<file path="src/hdl/dependency_counting_job_scheduler_core_assert.svh">
// Assertion macros shared by the job scheduler modules.
`ifndef DEPENDENCY_COUNTING_JOB_SCHEDULER_CORE_ASSERT_SVH
`define DEPENDENCY_COUNTING_JOB_SCHEDULER_CORE_ASSERT_SVH
`define DCJS_ASSERT_IMPL(label, clk, rst_n, prop, msg) \
	label: assert property (@(posedge clk) disable iff (!rst_n) (prop)) else $error(msg);
`define DCJS_ASSERT_NEXT(label, clk, rst_n, cond, nxt, msg) \
	label: assert property (@(posedge clk) disable iff (!rst_n) (cond) |=> (nxt)) \
		else $error(msg);
`endif

</file>
<file path="src/hdl/dcjs_pkg.sv">
// Package of types and constants for the job scheduler.
package dcjs_pkg;
	localparam int unsigned QueueDepth = 512;
	localparam int unsigned AddrW = $clog2(QueueDepth);
	localparam int unsigned FillW = $clog2(QueueDepth + 1);
	localparam int unsigned PayloadW = 32;
	localparam logic [15:0] NoParent = 16'hFFFF;
	localparam int unsigned ReadyW = PayloadW + 16;
	localparam int unsigned WaitW = PayloadW + 32;

	localparam logic [1:0] ActFree = 2'd0;
	localparam logic [1:0] ActParent = 2'd1;
	localparam logic [1:0] ActFetch = 2'd2;
	localparam logic [1:0] ActFinish = 2'd3;

	localparam logic [2:0] StOk = 3'd0;
	localparam logic [2:0] StReadyFull = 3'd1;
	localparam logic [2:0] StWaitFull = 3'd2;
	localparam logic [2:0] StReadyEmpty = 3'd3;
	localparam logic [2:0] StNotFound = 3'd4;

	typedef struct packed {
		logic push_free;
		logic push_parent;
		logic fetch_done;
		logic scan_start;
		logic scan_rd;
		logic dec_wr;
		logic rel_rd_head;
		logic rel_commit;
		logic set_status;
		logic [2:0] status;
	} cmd_t;

	typedef struct packed {
		logic ready_full;
		logic ready_empty;
		logic wait_full;
		logic scan_end;
		logic scan_hit;
		logic count_one;
	} sts_t;
endpackage

</file>
<file path="src/hdl/dcjs_ctrl.sv">
// Controller state machine of the job scheduler.
`include "dependency_counting_job_scheduler_core_assert.svh"
module dcjs_ctrl (
	input logic clk,
	input logic arst_n,
	input logic in_valid,
	output logic in_stall,
	input logic [1:0] action,
	input logic [15:0] parent_id,
	output logic out_valid,
	input logic out_stall,
	input dcjs_pkg::sts_t sts,
	output dcjs_pkg::cmd_t cmd,
	output logic in_take
);
	typedef enum logic [7:0] {
		S_IDLE = 8'b0000_0001,
		S_EXEC = 8'b0000_0010,
		S_FETCH = 8'b0000_0100,
		S_SCAN = 8'b0000_1000,
		S_CHECK = 8'b0001_0000,
		S_RDHEAD = 8'b0010_0000,
		S_MOVE = 8'b0100_0000,
		S_DONE = 8'b1000_0000
	} state_t;

	state_t state_q, state_d;
	logic [1:0] act_q;
	logic nop_q;
	logic first_q;
	logic ov_q;

	assign in_stall = (state_q != S_IDLE) || (ov_q && out_stall);
	assign in_take = in_valid && !in_stall;
	assign out_valid = ov_q;

	always_comb begin
		cmd = '0;
		state_d = state_q;
		unique case (state_q)
			S_IDLE: begin
				if (in_take) begin
					state_d = S_EXEC;
				end
			end
			S_EXEC: begin
				state_d = S_DONE;
				cmd.set_status = 1'b1;
				cmd.status = dcjs_pkg::StOk;
				unique case (act_q)
					dcjs_pkg::ActFree: begin
						if (sts.ready_full) begin
							cmd.status = dcjs_pkg::StReadyFull;
						end else begin
							cmd.push_free = 1'b1;
						end
					end
					dcjs_pkg::ActParent: begin
						if (sts.wait_full) begin
							cmd.status = dcjs_pkg::StWaitFull;
						end else begin
							cmd.push_parent = 1'b1;
						end
					end
					dcjs_pkg::ActFetch: begin
						if (sts.ready_empty) begin
							cmd.status = dcjs_pkg::StReadyEmpty;
						end else begin
							state_d = S_FETCH;
							cmd.set_status = 1'b0;
						end
					end
					default: begin
						if (!nop_q) begin
							cmd.set_status = 1'b0;
							cmd.scan_start = 1'b1;
							state_d = S_SCAN;
						end
					end
				endcase
			end
			S_FETCH: begin
				cmd.fetch_done = 1'b1;
				cmd.set_status = 1'b1;
				cmd.status = dcjs_pkg::StOk;
				state_d = S_DONE;
			end
			S_SCAN: begin
				if (sts.scan_end) begin
					cmd.set_status = 1'b1;
					cmd.status = dcjs_pkg::StNotFound;
					state_d = S_DONE;
				end else if (!first_q) begin
					cmd.scan_rd = 1'b1;
					if (sts.scan_hit) begin
						state_d = S_CHECK;
					end
				end
			end
			S_CHECK: begin
				cmd.set_status = 1'b1;
				cmd.status = dcjs_pkg::StOk;
				if (!sts.count_one) begin
					cmd.dec_wr = 1'b1;
					state_d = S_DONE;
				end else if (sts.ready_full) begin
					cmd.status = dcjs_pkg::StReadyFull;
					state_d = S_DONE;
				end else begin
					cmd.set_status = 1'b0;
					cmd.rel_rd_head = 1'b1;
					state_d = S_RDHEAD;
				end
			end
			S_RDHEAD: begin
				cmd.rel_rd_head = 1'b1;
				state_d = S_MOVE;
			end
			S_MOVE: begin
				cmd.rel_commit = 1'b1;
				cmd.set_status = 1'b1;
				cmd.status = dcjs_pkg::StOk;
				state_d = S_DONE;
			end
			S_DONE: begin
				state_d = S_IDLE;
			end
			default: state_d = S_IDLE;
		endcase
	end

	always_ff @(posedge clk or negedge arst_n) begin
		if (!arst_n) begin
			state_q <= S_IDLE;
			act_q <= dcjs_pkg::ActFree;
			nop_q <= 1'b0;
			first_q <= 1'b0;
			ov_q <= 1'b0;
		end else begin
			state_q <= state_d;
			if (in_take) begin
				act_q <= action;
				nop_q <= parent_id == dcjs_pkg::NoParent;
			end
			first_q <= cmd.scan_start || (cmd.scan_rd && !sts.scan_hit);
			if (state_q == S_DONE) begin
				ov_q <= 1'b1;
			end else if (!out_stall) begin
				ov_q <= 1'b0;
			end
		end
	end

	`DCJS_ASSERT_IMPL(a_onehot, clk, arst_n, $onehot(state_q), "state not one-hot")
	`DCJS_ASSERT_NEXT(a_done, clk, arst_n, state_q == S_DONE, ov_q, "result lost")
	`DCJS_ASSERT_IMPL(a_push, clk, arst_n, !(cmd.push_free && cmd.rel_commit),
		"two ring pushes")
endmodule

</file>
<file path="config.mk">
export PLATFORM = sky130hd
export DESIGN_NAME = dcjs_ctrl
export DESIGN_NICKNAME = d
export VERILOG_FILES = /design/src/hdl/dcjs_pkg.sv /design/src/hdl/dcjs_ctrl.sv
export VERILOG_INCLUDE_DIRS = /design/src /design/src/hdl
export SDC_FILE = /design/constraint.sdc
export NUM_CORES = 1
export LEC_CHECK = 0
export BUFFER_PORTS_ARGS = -buffer_cell sky130_fd_sc_hd__buf_2
export CELL_PAD_IN_SITES_DETAIL_PLACEMENT = 0
export CELL_PAD_IN_SITES_GLOBAL_PLACEMENT = 1
export CORE_UTILIZATION = 34
export CTS_CLUSTER_SIZE = 14
export DETAILED_ROUTE_END_ITERATION = 16
export GPL_TIMING_DRIVEN = 0
export HOLD_SLACK_MARGIN = 0.02
export MAX_ROUTING_LAYER = met4
export PLACE_DENSITY = 0.93
export SLEW_MARGIN = 20
export SYNTH_ARGS = -nofsm -noshare
export SYNTH_HDL_FRONTEND = slang
export SYNTH_SLANG_ARGS = --single-unit
</file>
<file path="constraint.sdc">
create_clock -name clk -period 4.4 [get_ports clk]
set_input_delay 0 -clock clk [delete_from_list [all_inputs] [get_ports clk]]
set_output_delay 0 -clock clk [all_outputs]
set_load 0.01 [all_outputs]
</file>
---- Yosys cells after proc, flatten, opt, wreduce, memory -nomap -nowiden ----
Index checks and enable logic that the tools add are counted.
word-level totals
  input bits .............................. 28
  logic and storage cells ................. 73
  register bits ........................... 13
  output and inout bits ................... 15
cells by class
  muxes and demuxes ....................... 40
  equality and inequality tests ........... 16
  reductions and logical operators ........ 12
operator list
  cell                                            number
  2-to-1 mux 8 bit                                8
  case mux 8 bit (6 select lines)                 1
  2-to-1 mux 1 bit                                21
  == test 16 bit (second input constant)          1
  case mux 4 bit (4 select lines)                 1
  case mux 8 bit (2 select lines)                 1
  == test 8 x 1 -> 1 bit (second input constant)  1
  == test 8 x 2 -> 1 bit (second input constant)  1
  == test 8 x 3 -> 1 bit (second input constant)  1
  == test 8 x 4 -> 1 bit (second input constant)  1
  == test 8 x 5 -> 1 bit (second input constant)  1
  == test 8 x 6 -> 1 bit (second input constant)  1
  == test 8 x 7 -> 1 bit (second input constant)  1
  == test 8 bit (second input constant)           1
  2-to-1 mux 4 bit                                2
  != test 8 x 1 -> 1 bit (second input constant)  1
  2-to-1 mux 2 bit                                3
  != test 3 bit (second input constant)           2
  case mux 2 bit (3 select lines)                 1
  case mux 1 bit (2 select lines)                 2
  OR reduction 2 bit                              2
  logical AND 1 bit                               3
  AND reduction 3 bit                             1
  OR reduction 3 bit                              1
  7 further kinds                                 9

---- Longest topological paths before layout ----
Gate-level depths: netlist (run 1).
  word-level depth ........................ 6
  gate-level depth with buffers ........... 5
  depth with buffers taken out ............ 5

---- Worst setup path before layout (run 1) ----
No wires, ideal clock.
  path type ............................... reg-to-reg
  start point ............................. reg state_q[2]
  end point ............................... reg act_q[0]
  period minus slack after synthesis ...... 1.734 ns
  buffers on the path ..................... 0
  cell stages (with the launch flop) ...... 6
  setup slack ............................. 2.666 ns
  data required time ...................... 4.272 ns
  arrival ................................. 1.607 ns
  library setup time ...................... 0.128 ns
  cells stage by stage .................... dfrtp_1 nor4_4 and4b_1 nand3_1 inv_2 mux2_1
between the ends
  cells in the longest elaborated chain, start to end .. 4
ends and longest elaborated chain
  element                   RTL line          source
  start: declaration        dcjs_ctrl.sv:27   state_t state_q, state_d;
  start signal: assignment  dcjs_ctrl.sv:140  state_q <= state_d;
  != test 8 x 1 -> 1 bit    dcjs_ctrl.sv:33   assign in_stall = (state_q != S_IDLE) || (ov_q && out_stall);
  logical OR 1 bit          dcjs_ctrl.sv:33
  logical NOT 1 bit         dcjs_ctrl.sv:34   assign in_take = in_valid && !in_stall;
  logical AND 1 bit         dcjs_ctrl.sv:34
  net in_take               dcjs_ctrl.sv:14   output logic in_take
  end signal: assignment    dcjs_ctrl.sv:135  act_q <= dcjs_pkg::ActFree;
  end signal: assignment    dcjs_ctrl.sv:142  act_q <= action;
  end: declaration          dcjs_ctrl.sv:28   logic [1:0] act_q;
The timed path passes the listed nets, and every way through them passes these cells.
A chain may end at the register's enable or synchronous reset.

==> results list, run 1 <==
- Routability-driven placement finished with a final weighted congestion of 0.821.
- FFs w/ async S/R, synth: 100%
- Power, Total: 473 uW
- Leak: 0.602 nW
- After global routing the overflow that remains totals 0.
- Number of failing setup endpoints in the final timing report: 0
- Critical Path Start: state_q[2]
- The final number of hold-violating endpoints came to 0.
- Half-perimeter wire length after placement: 1470 um
* Final core utilization: between 50 and 60%
* Hold_sp: in_valid
* Type of element capturing the critical path: primary output
- Type of the tightest min-delay check: input pin to flip-flop
- Kind of launch point of the worst setup path: flip-flop
- Clock latency on the worst-skew pair, taken at its later pin, is ~0.28 ns.
* Share of the synthesized area in the top cell type: 36.9%
* Post-route cell area: 1170 um2
- The region available for standard cell placement spans roughly 2200 um2.
- Data required time at the worst endpoint: 4.40 ns
- In the routed layout, each cell is associated on average with a via count of ~5.1.
- Highest Clock Rate: 468 MHz
- Relative to the synthesized area, the layout overhead comes to 43.2%.
- Post-CTS timing repair inserted 0 buffers for setup.
- The first routing iteration left 19 violations.
- Category of the critical setup timing path: flip-flop to primary output
- During synthesis, Yosys emitted a total of 0 warnings.
- First-pass iteration count of the detailed router: 4
- Max Cap Violations: 0
* Combined area of all synthesized cells: approximately 810 um2
- The number of clock buffers added by TritonCTS is 3.
- At the end of the flow, the number of nets in the layout was roughly 170.
- Largest fanout on the critical path: 8
* Power density normalized to cell area: between 400 and 500 nW/um2
- Max Transition Viols Final: 0
- Number of top-level pins: 43
* Vias in the first global route: just over 800
* Maximum clock insertion buffer count: 2
- Final worst clock skew: between 0.006 and 0.007 ns
* Number of synthesized flops with an enable pin: 0
* Maximum vdd drop: between 0.3 and 0.4 mV
- The die is 50.9 um wide.
- Dividing the final minimum period by the clock period gives 48.6%.
* Area of the multi-input gates: roughly 470 um2
- The final route contains roughly 850 vias.
- Entering global routing, the biggest net connects 14 pins.
* Antenna diode count: 0
- After detailed placement, the total cell area comes to 1060 um2.
- Launch instance of the worst register-to-register path: state_q[2]
- For this block, the routed nets add up to between 1500 and 2000 um of wire.
- Gate Count Post-Synth: 84
* Number of nets with antenna violations after detailed routing: 0
* Number of placement rows: 17
* Footprint of the flip-flops and latches: approximately 330 um2
- For this configuration, the core starts out at a cell density of between 30% and 40%.
* Worst Max-Slew Pin Slew: approximately 0.4 ns
* Run status: finished, final reports clean
- Gr usage total: roughly 17%
- Clock-pin transition on the worst setup and hold timing paths: approximately 0.08 ns
- Yosys reg bits: 13
* First-pass GRT wire length: 3190 um
- The routed design could run at a clock period as short as about 2.1 ns.
- Summed over all instances, the cell type with the most area after synthesis is sky130_fd_sc_hd__dfrtp_1.
* DIE AREA: about 2600 um2
- Overall die height: between 50 and 60 um
- Main synth FF type: sky130_fd_sc_hd__dfrtp_1
* Arrival time reported for the critical path endpoint: roughly 2.1 ns
- # clock sinks: 13
- Number of H-tree branching levels: 1
- Summed over all failing endpoints, the final setup total negative slack is 0 ns.
- CTS root buffer: sky130_fd_sc_hd__clkbuf_4
- In the post-synthesis netlist, the biggest area contributors are sky130_fd_sc_hd__dfrtp_1 37%, sky130_fd_sc_hd__nand2b_1 5.4%, sky130_fd_sc_hd__nor4_4 5.2%.
* Count of cell types in the netlist: 38
- Count of buffers inserted at the top-level ports: 42
- After detailed routing, the number of remaining DRC violations is 0.
- Fillers: between 200 and 250
- Post-CTS repair changed the size of 0 cells.
* Syn Area/Cell: between 9 and 10 um2
* Slew Limit Headroom: between 70% and 80%
- Antenna violations before repair: 0
* Routed wire per std cell: 11.5 um
- Sequential cell area fraction in the yosys report: between 40% and 50%
- Layout cells sized above 1: 39.9%
- Setup repair after global routing missed its margin: no
- TritonCTS built the clock tree.
- Counting every net in the synthesized netlist gives between 100 and 150.
## power by group
group	leakage, nW	switching, mW	internal (mW)	total, mW
logic	0.414	0.108	0.106	0.213
clock network	0.0150	0.0406	0.0352	0.0758
registers	0.172	0.0354	0.149	0.185
total	0.602	0.183	0.290	0.473
## sequential cells by signal (all words and copies together) (netlist names)
signal	cells
state_q	8
act_q	2
first_q	1
nop_q	1
out_valid	1
## layout by cell type, fill, tap and decap left out, types with 2 or more instances in the layout
| cell type | synthesis | routed |
|---|---|---|
| sky130_fd_sc_hd__inv_1 | 4 | 4 |
| sky130_fd_sc_hd__nand3_1 | 2 | 2 |
| sky130_fd_sc_hd__clkbuf_1 | 1 | 2 |
| sky130_fd_sc_hd__buf_2 | 0 | 42 |
| sky130_fd_sc_hd__nor4_4 | 2 | 2 |
| sky130_fd_sc_hd__clkbuf_4 | 0 | 3 |
| sky130_fd_sc_hd__nor2b_1 | 2 | 2 |
| sky130_fd_sc_hd__dfrtp_1 | 12 | 12 |
| sky130_fd_sc_hd__o41ai_1 | 2 | 2 |
| sky130_fd_sc_hd__nand4_1 | 4 | 4 |
| sky130_fd_sc_hd__mux2_1 | 3 | 3 |
| sky130_fd_sc_hd__nor4_1 | 2 | 2 |
| sky130_fd_sc_hd__dlygate4sd3_1 | 0 | 8 |
| sky130_fd_sc_hd__o21ai_0 | 2 | 2 |
| sky130_fd_sc_hd__nor2_1 | 8 | 8 |
| sky130_fd_sc_hd__nor4b_1 | 3 | 3 |
| sky130_fd_sc_hd__and3_1 | 2 | 2 |
| sky130_fd_sc_hd__nor3_1 | 2 | 2 |
| sky130_fd_sc_hd__nand2b_1 | 7 | 7 |
| sky130_fd_sc_hd__or3_1 | 2 | 2 |
| sky130_fd_sc_hd__nand2_1 | 4 | 4 |
## area by class of cell
cell class	count	share of cell area, %
tap	28	3.00
multi-input combinational	65	39.9
clock buffer	4	2.25
timing repair buffer	50	24.9
sequential	13	28.0
inverter	5	1.61
buffer	1	0.322
## kinds of logic after synthesis
group	share of synthesized area, %
buffers and inverters	2.76
multiplexers	4.15
AND/OR/NAND/NOR	40.2
AO/OA/AOI/OAI	12.8
flip-flops	40.1
## through the flow
step	hold slack (ns)	instances	worst slack (ns)
floorplan	-0.296	84	2.67
global placement	-0.100	154	2.51
detailed placement	-0.0982	154	2.50
CTS	0.0325	166	2.23
global route	0.0657	166	2.04
finish	0.0415	166	2.26
## worst max-delay path, cell delays in order (launching register included)
cell	delay, ns
sky130_fd_sc_hd__dfrtp_1	0.47
sky130_fd_sc_hd__nor4_4	0.44
sky130_fd_sc_hd__nand4b_1	0.35
sky130_fd_sc_hd__nand4bb_1	0.39
sky130_fd_sc_hd__inv_1	0.09
sky130_fd_sc_hd__buf_2	0.12
## what timing repair did
item                                    CTS  global route
hold buffers                              8             0
endpoints found under the setup margin    0             0
endpoints found under the hold margin    19             0
## worst paths after layout
kind                              end  slack (ns)  cells after the start
setup / recovery               cmd[8]        2.26                      5
hold / removal             state_q[1]        0.04                      3
setup reg to reg             act_q[1]        2.49                      5
hold reg to reg               first_q        0.51                      1
max in group asynchronous  state_q[0]        4.00                      2
min in group asynchronous  state_q[5]        0.12                      2
## synthesized netlist by cell type (2+ instances only)
cell type                  instances
sky130_fd_sc_hd__dfrtp_1          12
sky130_fd_sc_hd__nor2_1            8
sky130_fd_sc_hd__nand2b_1          7
sky130_fd_sc_hd__inv_1             4
sky130_fd_sc_hd__nand2_1           4
sky130_fd_sc_hd__nand4_1           4
sky130_fd_sc_hd__mux2_1            3
sky130_fd_sc_hd__nor4b_1           3
sky130_fd_sc_hd__and3_1            2
sky130_fd_sc_hd__nand3_1           2
sky130_fd_sc_hd__nor2b_1           2
sky130_fd_sc_hd__nor3_1            2
sky130_fd_sc_hd__nor4_1            2
sky130_fd_sc_hd__nor4_4            2
sky130_fd_sc_hd__o21ai_0           2
sky130_fd_sc_hd__o41ai_1           2
sky130_fd_sc_hd__or3_1             2
## metal layers
layer / up-vias / part of all wire (%) / track usage (%) / wire [um]
met5: - / 0 / - / 0
met4: 0 / 1.1 / 6.94 / 20
met3: 4 / 6.2 / 4.76 / 117
met2: 33 / 52 / 29.6 / 995
met1: 391 / 40 / 17.2 / 768
li1: 425 / - / - / -
No activity file was read; power rests on OpenSTA's default activity.
==> run 2: changes to the inputs <==
CORE_UTILIZATION = 28   (was 34)
PLACE_DENSITY = 0.83   (was 0.93)
clock period = 1.86 ns   (was 4.4 ns; I/O delays follow)
==> run 2 against run 1 <==
The run now ends with negative setup slack left. Combinational power rose to 3.1 times the previous value. Sequential power rose by 140%. Final cell count increased by 7.8%. Global-route usage down 2.5 points. Clock power rose by 140%. Worst setup slack lost 2.4 ns. Highest routed layer unchanged.
==> results list, run 2 (synthesis results as in run 1) <==
* DIE AREA: 3130 um2 (+21%)
* Run status: finished, violations left
- Final net count: 177 (+6.0%)
* CTS root buffer: sky130_fd_sc_hd__clkbuf_4
- The placer's final routability congestion estimate was 0.814 (-0.82%).
* Number of DRC violations after detailed-routing iteration 0: 6 (-13)
- The number of pins with negative max-slew slack in the final report was 0 (unchanged).
- The number of placement rows came to 19 (+2).
- The clock latency of the later-clocked register in the worst-skew pair is 0.28 ns (about the same).
- The measured slew at the worst slew-check pin was 0.424 ns (+0.0265 ns).
- The number of H-tree branching levels is 1 (unchanged).
- The global-route total usage across every layer was 14.2% (-2.5 points).
* Arrival time reported for the critical path endpoint: 1.97 ns (-0.17 ns)
- Register bank with the most flops: state_q
- Kind of launch point of the worst setup path: flip-flop
- The clock-pin slew reported for the worst setup and hold paths after clock tree synthesis is 0.08 ns (about the same).
- Total number of vias: 900 (+5.5%)
* Leak: 0.661 nW (+9.8%)
* Vias per cell: 5.03 (-2.2%)
* Tmin final: slightly below 2 ns
- Post-placement setup slack: -0.0579 ns (-2.56 ns)
- The final number of setup-violating endpoints was 3 (+3).
- First-pass iteration count of the detailed router: 4 (unchanged)
* Layout cells sized above 1: 50.7% (+11 points)
* Slew Limit Headroom: 71.7% (-1.4 points)
- First-pass GRT wire length: 3350 um (+5.0%)
- From synthesis to final layout, the design area changed by 63.1%.
* DRC violations left: 0 (unchanged)
* Data required time at the worst endpoint: 1.86 ns (-2.54 ns)
* Overflow after GRT: 0 (unchanged)
- # clock sinks: 13 (unchanged)
- Routed wire per std cell: 11.5 um (+0.30%)
- The total of max-cap violations came to 0 (unchanged).
* CTS tree: yes
- The maximum net fanout on the critical path is 3 (-5).
* Worst hold slack: 0.0599 ns (+0.0184 ns)
* Number of nets with antenna violations after detailed routing: 0 (unchanged)
* Overall die height: 55.9 um (+9.8%)
- The flip-flop count of the largest register after layout came to 8 (unchanged).
* Maximum vdd drop: 0.880 mV (+180%)
- Highest Clock Rate: roughly 510 MHz
- The worst path uses 106% of the clock period.
* Maximum clock insertion buffer count: 2 (unchanged)
- Die W: 55.9 um (+9.8%)
- TritonCTS Buffers: 3 (unchanged)
- The number of diodes added for antenna fixing was 0 (unchanged).
- Fin worst setup slack: -0.110 ns (-2.37 ns)
- Cells along the critical path: or4_4 > or3_4 > a21oi_4 > or3_1 > buf_2
* Setup repair after global routing missed its margin: yes
- The largest registers in the layout are state_q x8, act_q x2.
- The overall power after layout was 1.28 mW (+170%).
- The final wirelength was 2060 um (+8.2%).
* Number of top-level pins: 43 (unchanged)
* Final worst clock skew: 0.000816 ns (-0.00587 ns)
- Type of element capturing the critical path: primary output
- The initial standard-cell utilization of the core is 29.5% (-6.9 points).
- The core footprint came to 2760 um2 (+23%).
* Vias in the first global route: 802 (-2.7%)
- Fillers: 275 (+26%)
* Delay of the slowest critical-path stage: 0.57 ns (+0.10 ns)
- Half-perimeter wire length after placement: 1520 um (+4.0%)
* Most common library cell in the layout ignoring fill and taps: sky130_fd_sc_hd__buf_2
* Antenna violations before repair: 0 (unchanged)
* Count of buffers inserted at the top-level ports: 42 (unchanged)
* Failing checks: negative setup slack
* Power density normalized to cell area: 965 nW/um2 (+140%)
- The path class of the tightest hold or removal check is input pin to flip-flop.
* Number of failing hold endpoints at the final stage: 0 (unchanged)
- Among all stages on the critical path, the largest delay is contributed by sky130_fd_sc_hd__or4_4.
* Largest net degree at the start of global routing: 14 (unchanged)
- Most frequent cells in the layout: 40 x sky130_fd_sc_hd__buf_2, 11 x sky130_fd_sc_hd__dfrtp_1, 9 x sky130_fd_sc_hd__dlygate4sd3_1
- The critical path is of the flip-flop to primary output type.
[run 2: per-stage QoR]
stage | TNS [ns] | util (%) | cells | cell area, um2
finish | -0.132 | 48.2 | 179 | 1330
global route | -0.665 | 48.2 | 179 | 1330
CTS | -0.122 | 44.7 | 174 | 1230
detailed placement | -0.172 | 38.6 | 157 | 1060
global placement | -0.149 | 38.6 | 157 | 1060
floorplan | 0 | - | 84 | 815
[run 2: worst paths after layout]
path / from / to / slack, ns / cells after the start
worst min register to register: first_q / first_q / 0.51 / 1
worst max-delay path: state_q[1] / cmd[3] / -0.11 / 5
max in group asynchronous: arst_n / state_q[0] / 1.46 / 2
worst max register to register: state_q[6] / act_q[0] / 0.07 / 5
worst min-delay path: sts[2] / state_q[7] / 0.06 / 3
min in group asynchronous: arst_n / out_valid / 0.12 / 2
[run 2: critical path: cells and delay by family, from the launching register on]
| kind | cells | cell delay [ns] |
|---|---|---|
| DFF | 1 | 0.40 |
| AOI/OAI and AO/OA | 1 | 0.12 |
| buffers and inverters | 1 | 0.12 |
| and+or+nand+nor | 3 | 1.05 |
[run 2: area by class of cell]
type | count | area [um2] | area share, %
multi-input combinational | 65 | 526 | 39.5
timing repair buffer | 60 | 384 | 28.9
sequential | 13 | 328 | 24.7
tap | 31 | 38.8 | 2.92
clock buffer | 3 | 22.5 | 1.69
inverter | 5 | 21.3 | 1.60
clock inverter | 1 | 5.00 | 0.377
buffer | 1 | 3.75 | 0.282
[run 2: per-layer routing]
| layer | global-route usage (%) | routed length, um | vias up |
|---|---|---|---|
| li1 | - | - | 446 |
| met1 | 16.2 | 839 | 410 |
| met2 | 22.9 | 1050 | 37 |
| met3 | 5.58 | 133 | 7 |
| met4 | 4.88 | 31 | 0 |
| met5 | - | 0 | - |
[run 2: timing repair]
| item | in CTS | in global routing |
|---|---|---|
| endpoints found under the setup margin | 14 | 14 |
| gates cloned | 0 | 0 |
| resized for setup | 2 | 14 |
| hold buffers | 8 | 1 |
| endpoints found under the hold margin | 19 | 1 |
| buffers inserted | 5 | 4 |
| pin swaps | 4 | 6 |
[run 2: power by group]
part	switching, mW	total [mW]	internal [mW]
clock	0.0987	0.179	0.0800
sequential	0.0827	0.435	0.353
combinational	0.322	0.668	0.346
total	0.503	1.28	0.779
==> run 3: changes to the inputs <==
--- a/config.mk
+++ b/config.mk
@@ -16,5 +16,5 @@
 export HOLD_SLACK_MARGIN = 0.02
 export MAX_ROUTING_LAYER = met4
-export PLACE_DENSITY = 0.83
+export PLACE_DENSITY = 0.74
 export SLEW_MARGIN = 20
 export SYNTH_ARGS = -nofsm -noshare
==> constraint.sdc (replaced) <==
create_clock -name clk -period 1.86 [get_ports clk]
set_input_delay 0.279 -clock clk [delete_from_list [all_inputs] [get_ports clk]]
set_output_delay 0.279 -clock clk [all_outputs]
set_load 0.01 [all_outputs]
==> run 3 against run 2 <==
Critical endpoint unchanged. Clock power hardly changed. The flow still finishes with violations (negative setup slack). Worst setup slack got worse by 0.29 ns. Fmax decreased by 13%. Largest cell class unchanged. Critical path type unchanged.
==> results list, run 3 (synthesis results as in run 1) <==
- The flow ran to the end, but the final reports show violations.
- Failing checks: negative setup slack
- The number of nets in the layout came to 184 (+4.0%).
- TritonCTS Buffers: 3 (unchanged)
- # clock sinks: 13 (unchanged)
- Overall die height: 55.9 um (unchanged)
- Clock-pin transition on the worst setup and hold timing paths: 0.07 ns (about the same)
* Number of DRC violations after detailed-routing iteration 0: 13 (+7)
* Kind of launch point of the worst setup path: flip-flop
- The vias per cell came to 5.12 (+1.9%).
- The final number of hold-violating endpoints is 0 (unchanged).
- Number of H-tree branching levels: 1 (unchanged)
- Number of failing setup endpoints in the final timing report: 16 (+13)
- Largest regs: state_q x8, act_q x2
- The number of port buffers was 42 (unchanged).
- Type of element capturing the critical path: primary output
- The detailed-router iteration count before antenna repair is 6 (+2).
* Max Cap Violations: 0 (unchanged)
- DIE AREA: 3130 um2 (unchanged)
* Met3 track utilization from global routing: 3.49% (-2.1 points)
- The measured slew at the worst slew-check pin was 0.487 ns (+0.0626 ns).
- Post-placement setup slack: -0.228 ns (-0.170 ns)
- The maximum net fanout on the critical path is 2 (-1).
- Type of the tightest min-delay check: input pin to flip-flop
- Most common library cell in the layout ignoring fill and taps: sky130_fd_sc_hd__buf_2
* Power, Total: 1.62 mW (+27%)
- First-pass GRT wire length: 3730 um (+11%)
- Leak: 0.712 nW (+7.7%)
- Final core utilization: 53.2% (+5.0 points)
* Maximum vdd drop: 0.772 mV (-12%)
- Highest Clock Rate: 442 MHz (-13%)
- Met2 usage: 27.9% (+5.0 points)
- The maximum count of clock buffers along a single path came to 2 (unchanged).
* Routed wire per std cell: 12.7 um (+11%)
* Layout cells sized above 1: 64.5% (+14 points)
* Arrival time reported for the critical path endpoint: 1.98 ns (about the same)
- The number of diodes added for antenna fixing came to 0 (unchanged).
* Largest register FFs: 8 (unchanged)
- Number of placement rows: 19 (unchanged)
* Most frequent cells in the layout: 37 x sky130_fd_sc_hd__buf_2, 16 x sky130_fd_sc_hd__buf_4, 13 x sky130_fd_sc_hd__buf_6
- The via count of the first global-routing pass is 901 (+12%).
- The worst-case headroom to the max-slew limit was 67.5% (-4.2 points).
- Tmin final: 2.26 ns (+0.293 ns)
- Max Transition Viols Final: 0 (unchanged)
* Gr usage total: 15.5% (+1.3 points)
- Clock network latency to the later pin of the worst-skew pair: 0.28 ns (about the same)
* DRT Wirelength: 2360 um (+15%)
- Number of nets with antenna violations after detailed routing: 0 (unchanged)
- The total grt overflow came to 0 (unchanged).
- The core footprint was 2760 um2 (unchanged).
- TritonCTS built the clock tree.
* Summed negative setup slack over all endpoints: -3.08 ns (-2.95 ns)
- Power density normalized to cell area: 1110 nW/um2 (+15%)
- The register with the most flip-flops in the final layout is state_q.
* CTS root buffer: sky130_fd_sc_hd__clkbuf_4
* Data required time at the worst endpoint: 1.58 ns (-0.28 ns)
- The die span in x was 55.9 um (unchanged).
- Synthesis-to-layout area growth: 80.0%
- The pin count of the biggest net entering global routing came to 14 (unchanged).
- Worst hold slack: 0.192 ns (+0.132 ns)
- Fin worst setup slack: -0.403 ns (-0.293 ns)
- met2 is the most crowded layer.
* DRC violations left: 0 (unchanged)
- The number of top-level design ports was 43 (unchanged).
- Setup repair after global routing could not meet its margin everywhere.
- Fraction of met1 tracks used by global routing: 17.0% (+0.79 points)
* Final worst clock skew: 0.0113 ns (+0.0105 ns)
- Starting utilization of the core area: 29.5% (unchanged)
- The placer's final routability congestion estimate was 0.850 (+4.4%).
* Antenna violations before repair: 0 (unchanged)
- The worst setup path is of the flip-flop to primary output kind.
- The routed via count came to 953 (+5.9%).
- The estimated wirelength of the detail-placed design is 1520 um (-0.23%).
- Fin crit share: 122% (+16 points)
## run 3: final timing paths
kind / startpoint / to / slack, ns / cells after the start
max: state_q[1] / cmd[3] / -0.40 / 5
max reg2reg: state_q[1] / first_q / -0.12 / 7
min in group asynchronous: arst_n / state_q[7] / 0.41 / 2
min reg2reg: first_q / first_q / 0.54 / 1
max in group asynchronous: arst_n / state_q[0] / 1.17 / 2
min: sts[4] / state_q[2] / 0.19 / 2
## run 3: final cells by class
class	count	area, um2
timing repair buffer	67	462
tap	31	38.8
fill	256	1290
multi-input combinational	65	588
clock buffer	4	26.3
buffer	1	3.75
inverter	5	18.8
sequential	13	329
## run 3: what timing repair did
item / in CTS / in global routing
gates resized for setup: 19 / 20
hold buffers: 1 / 0
cloned: 0 / 0
pin swaps: 7 / 12
endpoints found under the hold margin: 12 / 0
setup buffers: 19 / 9
endpoints found under the setup margin: 16 / 20
## run 3: where the power goes
group          switching, mW  leakage [nW]  internal (mW)
Sequential            0.0748         0.169          0.352
Clock                 0.0930        0.0150         0.0831
Combinational          0.429         0.528          0.593
## run 3: metrics by stage
stage | area [um2] | instances
CTS | 1350 | 181
floorplan | 820 | 84
finish | 1470 | 186
detailed placement | 1070 | 157
global placement | 1070 | 157
global route | 1470 | 186
## run 3: metal layers
metal	up-vias	part of all wire [%]
li1	462	-
met1	445	38
met2	42	55
met3	4	4.9
met4	0	2.3
met5	-	0
## run 3: critical path: stages, from the launching register on
cell	delay, ns
sky130_fd_sc_hd__dfrtp_1	0.39
sky130_fd_sc_hd__or4_4	0.55
sky130_fd_sc_hd__or3_4	0.41
sky130_fd_sc_hd__a21oi_4	0.14
sky130_fd_sc_hd__or3_4	0.14
sky130_fd_sc_hd__buf_6	0.09
